$ cat src/hdl/clnws_pkg.sv
`timescale 1ns / 1ps

package clnws_pkg;

	typedef enum logic [1:0] {
		MODE_CMD    = 2'd0,
		MODE_DATA   = 2'd1,
		MODE_CURSOR = 2'd2,
		MODE_DIGIT  = 2'd3
	} mode_t;

	// one request as held in the input register
	typedef struct packed {
		mode_t      mode;
		logic [7:0] value;
		logic       row;
		logic [5:0] column;
		logic [3:0] digit;
	} req_t;

	// one strobe on the LCD bus
	typedef struct packed {
		logic       rs;
		logic [3:0] nibble;
		logic       last;
		logic       error;
	} beat_t;

	localparam logic [3:0]  BYTE_LAST = 4'd1;   // final beat of a single-byte request
	localparam logic [3:0]  DIGIT_LAST = 4'd11; // final beat of a big digit
	localparam logic [3:0]  DIGIT_MAX = 4'd9;
	localparam logic [1:0]  ADDR_ROW0 = 2'b10;  // upper bits of 0x80
	localparam logic [1:0]  ADDR_ROW1 = 2'b11;  // upper bits of 0xC0

	// Big digit glyph codes: slots 0,1 on the top line, slots 2,3 on the bottom line.
	function automatic logic [7:0] glyph_code(input logic [3:0] d, input logic [1:0] slot);
		logic [31:0] row_codes;
		begin
			case (d)
				4'd0:    row_codes = 32'h01_02_4C_00;
				4'd1:    row_codes = 32'h20_7C_20_7C;
				4'd2:    row_codes = 32'h04_05_4C_5F;
				4'd3:    row_codes = 32'h06_05_5F_00;
				4'd4:    row_codes = 32'h4C_00_20_03;
				4'd5:    row_codes = 32'h07_04_5F_00;
				4'd6:    row_codes = 32'h07_04_4C_00;
				4'd7:    row_codes = 32'h06_02_20_03;
				4'd8:    row_codes = 32'h07_05_4C_00;
				4'd9:    row_codes = 32'h07_05_20_03;
				default: row_codes = 32'h00_00_00_00;
			endcase
			case (slot)
				2'd0:    glyph_code = row_codes[31:24];
				2'd1:    glyph_code = row_codes[23:16];
				2'd2:    glyph_code = row_codes[15:8];
				default: glyph_code = row_codes[7:0];
			endcase
		end
	endfunction

endpackage

$ cat src/hdl/char_lcd_nibble_write_sequencer.sv
`timescale 1ns / 1ps

// Channel   Dir  tdata (low bit up)                          tuser          tlast
// s_*       in   value[7:0] row[8] column[14:9] digit[18:15] mode[1:0]      -
// m_*       out  nibble[3:0]                                 rs[0] error[1] last
//
// Each request expands to strobe beats, one per ready cycle: 2 for command, data
// and set-cursor requests, 12 for a big digit, 1 for a digit out of range.
// The beat counter over the held request sets that figure; a new request is taken
// in the same cycle the final beat of the previous one enters the output register.
// Reset clears the valid flags and the beat counter; payload is not reset.
// A stall on m_tready holds the output beat and backs up into the request register.

module char_lcd_nibble_write_sequencer (
	input  logic        clk,
	input  logic        arst_n,
	input  logic        s_tvalid,
	output logic        s_tready,
	input  logic [23:0] s_tdata,   // value[7:0], row[8], column[14:9], digit[18:15]
	input  logic [1:0]  s_tuser,   // mode[1:0]
	output logic        m_tvalid,
	input  logic        m_tready,
	output logic [7:0]  m_tdata,   // nibble[3:0]
	output logic [1:0]  m_tuser,   // rs[0], error[1]
	output logic        m_tlast
);
	import clnws_pkg::*;

	req_t       req_s1;
	logic       valid_s1;
	logic [3:0] idx_q;
	beat_t      beat;
	beat_t      out_q;
	logic       out_valid_q;
	logic       advance;
	logic       s_accept;
	req_t       req_in;

	// unpack the incoming beat
	assign req_in.mode   = mode_t'(s_tuser);
	assign req_in.value  = s_tdata[7:0];
	assign req_in.row    = s_tdata[8];
	assign req_in.column = s_tdata[14:9];
	assign req_in.digit  = s_tdata[18:15];

	clnws_beat u_beat (
		.req  (req_s1),
		.idx  (idx_q),
		.beat (beat)
	);

	// move one beat into the output register when it is empty or draining
	assign advance  = valid_s1 && (!out_valid_q || m_tready);
	// take the next request as soon as the held one sends its final beat
	assign s_tready = !valid_s1 || (advance && beat.last);
	assign s_accept = s_tvalid && s_tready;

	always_ff @(posedge clk or negedge arst_n) begin
		if (!arst_n) begin
			valid_s1 <= 1'b0;
			idx_q    <= 4'd0;
		end else begin
			if (s_accept) begin
				valid_s1 <= 1'b1;
			end else if (advance && beat.last) begin
				valid_s1 <= 1'b0;
			end
			if (advance) begin
				idx_q <= beat.last ? 4'd0 : idx_q + 4'd1;
			end
		end
	end

	// request payload: hold until the final beat goes out
	always_ff @(posedge clk) begin
		if (s_accept) begin
			req_s1 <= req_in;
		end
	end

	always_ff @(posedge clk or negedge arst_n) begin
		if (!arst_n) begin
			out_valid_q <= 1'b0;
		end else if (advance) begin
			out_valid_q <= 1'b1;
		end else if (m_tready) begin
			out_valid_q <= 1'b0;
		end
	end

	always_ff @(posedge clk) begin
		if (advance) begin
			out_q <= beat;
		end
	end

	assign m_tvalid = out_valid_q;
	assign m_tdata  = {4'h0, out_q.nibble};
	assign m_tuser  = {out_q.error, out_q.rs};
	assign m_tlast  = out_q.last;

	// the beat counter never runs past the final beat of a big digit
	assert property (@(posedge clk) disable iff (!arst_n) idx_q <= DIGIT_LAST)
		else $error("beat counter out of range");

	// an error beat is always a final beat with an empty strobe
	assert property (@(posedge clk) disable iff (!arst_n)
		m_tvalid && m_tuser[1] |-> m_tlast && m_tdata == 8'h00 && !m_tuser[0])
		else $error("error beat malformed");

	// an idle counter means no request is part way through
	assert property (@(posedge clk) disable iff (!arst_n) !valid_s1 |-> idx_q == 4'd0)
		else $error("beat counter not cleared between requests");

	// a final beat that leaves for the output frees the request register
	assert property (@(posedge clk) disable iff (!arst_n)
		advance && beat.last && !s_tvalid |=> !valid_s1)
		else $error("request register not released after final beat");

endmodule

$ cat src/hdl/clnws_beat.sv
`timescale 1ns / 1ps

// Forms the strobe at a given beat index of one request.
module clnws_beat (
	input  clnws_pkg::req_t   req,
	input  logic [3:0]        idx,
	output clnws_pkg::beat_t  beat
);
	import clnws_pkg::*;

	logic [7:0] byte_val;
	logic       byte_rs;
	logic       is_err;
	logic [7:0] addr_row0;
	logic [7:0] addr_row1;

	assign addr_row0 = {ADDR_ROW0, req.column};
	assign addr_row1 = {ADDR_ROW1, req.column};
	assign is_err    = (req.mode == MODE_DIGIT) && (req.digit > DIGIT_MAX);

	always_comb begin
		byte_val = 8'h00;
		byte_rs  = 1'b0;
		unique case (req.mode)
			MODE_CMD: begin
				byte_val = req.value;
			end
			MODE_DATA: begin
				byte_val = req.value;
				byte_rs  = 1'b1;
			end
			MODE_CURSOR: begin
				byte_val = req.row ? addr_row1 : addr_row0;
			end
			default: begin
				// byte order: address row 0, two glyphs, address row 1, two glyphs
				case (idx[3:1])
					3'd0: byte_val = addr_row0;
					3'd1: begin byte_val = glyph_code(req.digit, 2'd0); byte_rs = 1'b1; end
					3'd2: begin byte_val = glyph_code(req.digit, 2'd1); byte_rs = 1'b1; end
					3'd3: byte_val = addr_row1;
					3'd4: begin byte_val = glyph_code(req.digit, 2'd2); byte_rs = 1'b1; end
					default: begin byte_val = glyph_code(req.digit, 2'd3); byte_rs = 1'b1; end
				endcase
			end
		endcase

		if (is_err) begin
			beat.rs     = 1'b0;
			beat.nibble = 4'h0;
			beat.last   = 1'b1;
			beat.error  = 1'b1;
		end else begin
			beat.rs     = byte_rs;
			beat.nibble = idx[0] ? byte_val[3:0] : byte_val[7:4];
			beat.last   = (req.mode == MODE_DIGIT) ? (idx == DIGIT_LAST) : (idx == BYTE_LAST);
			beat.error  = 1'b0;
		end
	end

endmodule

$ cat config.mk
export PLATFORM = sky130hd
export DESIGN_NAME = char_lcd_nibble_write_sequencer
export DESIGN_NICKNAME = d
export VERILOG_FILES = /design/src/hdl/clnws_pkg.sv /design/src/hdl/char_lcd_nibble_write_sequencer.sv /design/src/hdl/clnws_beat.sv
export SDC_FILE = /design/constraint.sdc
export NUM_CORES = 1
export LEC_CHECK = 0
export ABC_AREA = 1
export BUFFER_PORTS_ARGS = -buffer_cell sky130_fd_sc_hd__buf_2
export CAP_MARGIN = 30
export CORE_MARGIN = 10
export CORE_UTILIZATION = 39
export CTS_BUF_LIST = sky130_fd_sc_hd__clkbuf_8
export CTS_CLUSTER_SIZE = 30
export DETAILED_ROUTE_END_ITERATION = 10
export PLACE_DENSITY = 0.6
export SLEW_MARGIN = 10
export SYNTH_ARGS = -nofsm -noshare
export SYNTH_HDL_FRONTEND = slang
export SYNTH_SLANG_ARGS = --single-unit
export TNS_END_PERCENT = 30
$ cat constraint.sdc
create_clock -name clk -period 2.6 [get_ports clk]
set_clock_uncertainty 0.15 [all_clocks]
set_input_delay 0.52 -clock clk [delete_from_list [all_inputs] [get_ports clk]]
set_output_delay 0.52 -clock clk [all_outputs]
set_load 0.01 [all_outputs]
==> results.cfg <==
[layout]
num-fill-cells = 545
fin_cells = 348
antennaDiodeCount = 0
drive_gt1_share_pct = 25.7
area_growth_pct = 16.7
fin_nets = 312

[drt]
num_vias = 1613
dr.pass1.iters = 4
drc = 0
detail_route.vias_per_cell = 4.64
drt-initial-drc-count = 81
drtAntennaViolNets = 0
wl_per_cell_um = 12.5
totalWireLength_mm = 4.33

[clock_network]
cts_setup_buffers = 0
root_buffer = clkbuf_8
cts_max_path_buffers = 2
clk_pin_slew_ps = 80
htreeDepth = 2
cts_tree = built
clkLatencyLatePin_ps = 300
numCtsBuffers = 5
cts.sinks = 47

[global_route]
grt_pass1_vias = 1621
grt_max_degree = 23
met2_usage_pct = 15.4
met1_usage_pct = 12.6
grt_antenna_before_repair = 0
use_met3_pct = 3.35
overflow = 0
busiest_layer = met2
grt_pass1_wl_mm = 7.31
grt_usage_pct = 10.1

[timing]
hold_ws_ps = 242
finalSetupViolations = 0
fin_setup_tns_ps = 0
setup_slack_ps = 284
hold_violations = 0
finalCriticalPeriod_ps = 2320
drv_slew = 0
finalCritPeriodShare_pct = 89.1
grt_setup_unrepaired = false
fmax_mhz = 432

[die]
die_h_um = 96.1
coreArea_sq_mm = 0.00557
die-area_sq_mm = 0.00924
rows = 27
ios = 43
fp.dieW_um = 96.1
start_util_pct = 40.6

[placement]
io_buffers = 33
post-place-ws_ps = 205
place.gp.congestion = 0.868
dp_cells = 339
hpwl_mm = 3.49

[synth]
yosysMostFrequentCell = nand2_1
netlist-cell-type-count = 34
ys_seq_area_share_pct = 55.3
synth_top_area_share_pct = 37.2
synthTopCellsByArea = edfxtp_1, dfxtp_1, nand2_1
async_flop_share_pct = 12.8
synth_edf_count = 28
dominantRegCellSynth = edfxtp_1
synth_common_cells = nand2_1, edfxtp_1, inv_1
synth_area_leader_cell = edfxtp_1
postSynthCellCount = 232
ys.warnings.count = 0
synth-seq-cells = 47
synth_area_sq_mm = 0.00226
syn_avg_cell_area_sq_um = 9.75

[worst_setup_path]
critPathCaptureType = flop
cp.required_ps = 2650
crit_fanout = 12
crit_type = flop to flop
r2r_cells = 15
cp_data_arrival_time_ps = 2360
ff2ff_setup_slack_ps = 280
timing.rr.start = idx_q[0]
start_kind = flop

[min_path]
hp-class = input pin to flop
hp-start = s_tdata[6]
holdPathStages = 1
whs_endpoint = req_s1[17]

[pwr]
vdd_drop_max_mv = 0.492
powerDensity_mw_per_mm2 = 1110
power_leakage_uw = 0.00122

[run_status]
outcome = finished, final reports clean

[flow_run]
cap_violations = 0
-- cell families (layout without fill, tap and decap cells) --
| logic type | count (synthesis) | in the layout | synth area share [%] |
|---|---|---|---|
| AOI/OAI and AO/OA | 26 | 26 | 8.03 |
| DFF | 47 | 47 | 55.3 |
| buffers and inverters | 32 | 73 | 6.59 |
| adders and majority gates | 7 | 7 | 3.87 |
| other | 1 | 4 | 0.166 |
| and+or+nand+nor | 118 | 118 | 25.6 |
| xor gates and xnor gates | 1 | 1 | 0.387 |
-- power breakdown --
| part | internal (uW) | total (uW) | switching, uW |
|---|---|---|---|
| Sequential | 1090 | 1210 | 114 |
| Clock | 281 | 512 | 231 |
| Combinational | 427 | 1200 | 773 |
-- through the flow --
stage	utilization (%)	area, sq um	power [uW]
CTS	47.3	2630	2960
floorplan	-	2270	2090
global placement	45.1	2520	2430
global route	47.3	2640	3170
detailed placement	45.1	2520	2440
finish	47.3	2640	2920
-- worst max-delay path by stage --
| stage | startpoint | cells past startpoint | endpoint | slack (ps) |
|---|---|---|---|---|
| final | idx_q[0] | 15 | flop | 280 |
| after detailed placement | m_tready | 15 | flop | 210 |
| after global placement | m_tready | 14 | flop | 210 |
| after global routing | idx_q[0] | 15 | flop | 40 |
| after floorplan | m_tready | 15 | flop | 120 |
| after CTS | idx_q[0] | 14 | flop | 190 |
-- layer usage --
| layer | vias to the layer above | part of all wire [%] |
|---|---|---|
| li1 | 856 | - |
| met1 | 706 | 47 |
| met2 | 43 | 43 |
| met3 | 8 | 7.1 |
| met4 | 0 | 2.3 |
| met5 | - | 0 |
-- cell type report --
cell class / instances / area (sq um) / area share, %
sequential: 47 / 1250 / 47.4
multi-input combinational: 156 / 876 / 33.2
timing repair buffer: 39 / 213 / 8.06
inverter: 26 / 100 / 3.80
tap: 72 / 90.1 / 3.42
clock buffer: 5 / 68.8 / 2.61
clock inverter: 3 / 38.8 / 1.47
-- critical path, cell delays in order, from the launching register on --
cell     delay, ps
dfrtp_1        450
inv_2          120
nor2_1         130
nand3_2        120
nand2_4         90
nand2_4         50
nand2_4        100
nand2_4        140
nand2_2        110
o21ai_4         70
ha_1           330
inv_1           50
nand3_1        110
nand2_1         60
nand2_1         60
nand2_1         50
-- cells in the final DEF, fill, tap and decap left out, types with 2 or more instances in the layout --
cell	count
dfxtp_1	13
conb_1	4
o21ai_2	2
nor3_1	3
nand4_1	4
ha_1	7
inv_2	5
nand3_2	2
a21oi_1	9
a22oi_1	4
nand3_1	17
clkinv_1	3
inv_1	18
nand2_2	7
buf_4	5
nand2_1	64
nor2_1	12
o21ai_0	2
dfrtp_1	6
a221oi_1	2
nand3_4	2
clkbuf_8	5
edfxtp_1	28
buf_2	33
nand2_4	5
o21ai_4	2
-- timing repair --
action | in CTS | in global routing
endpoints found under the hold margin | 6 | 0
setup endpoints to repair | 0 | 1
gates resized for setup | 0 | 1
hold buffers | 1 | 0
Note: power is estimated with default switching activity, not from simulation.
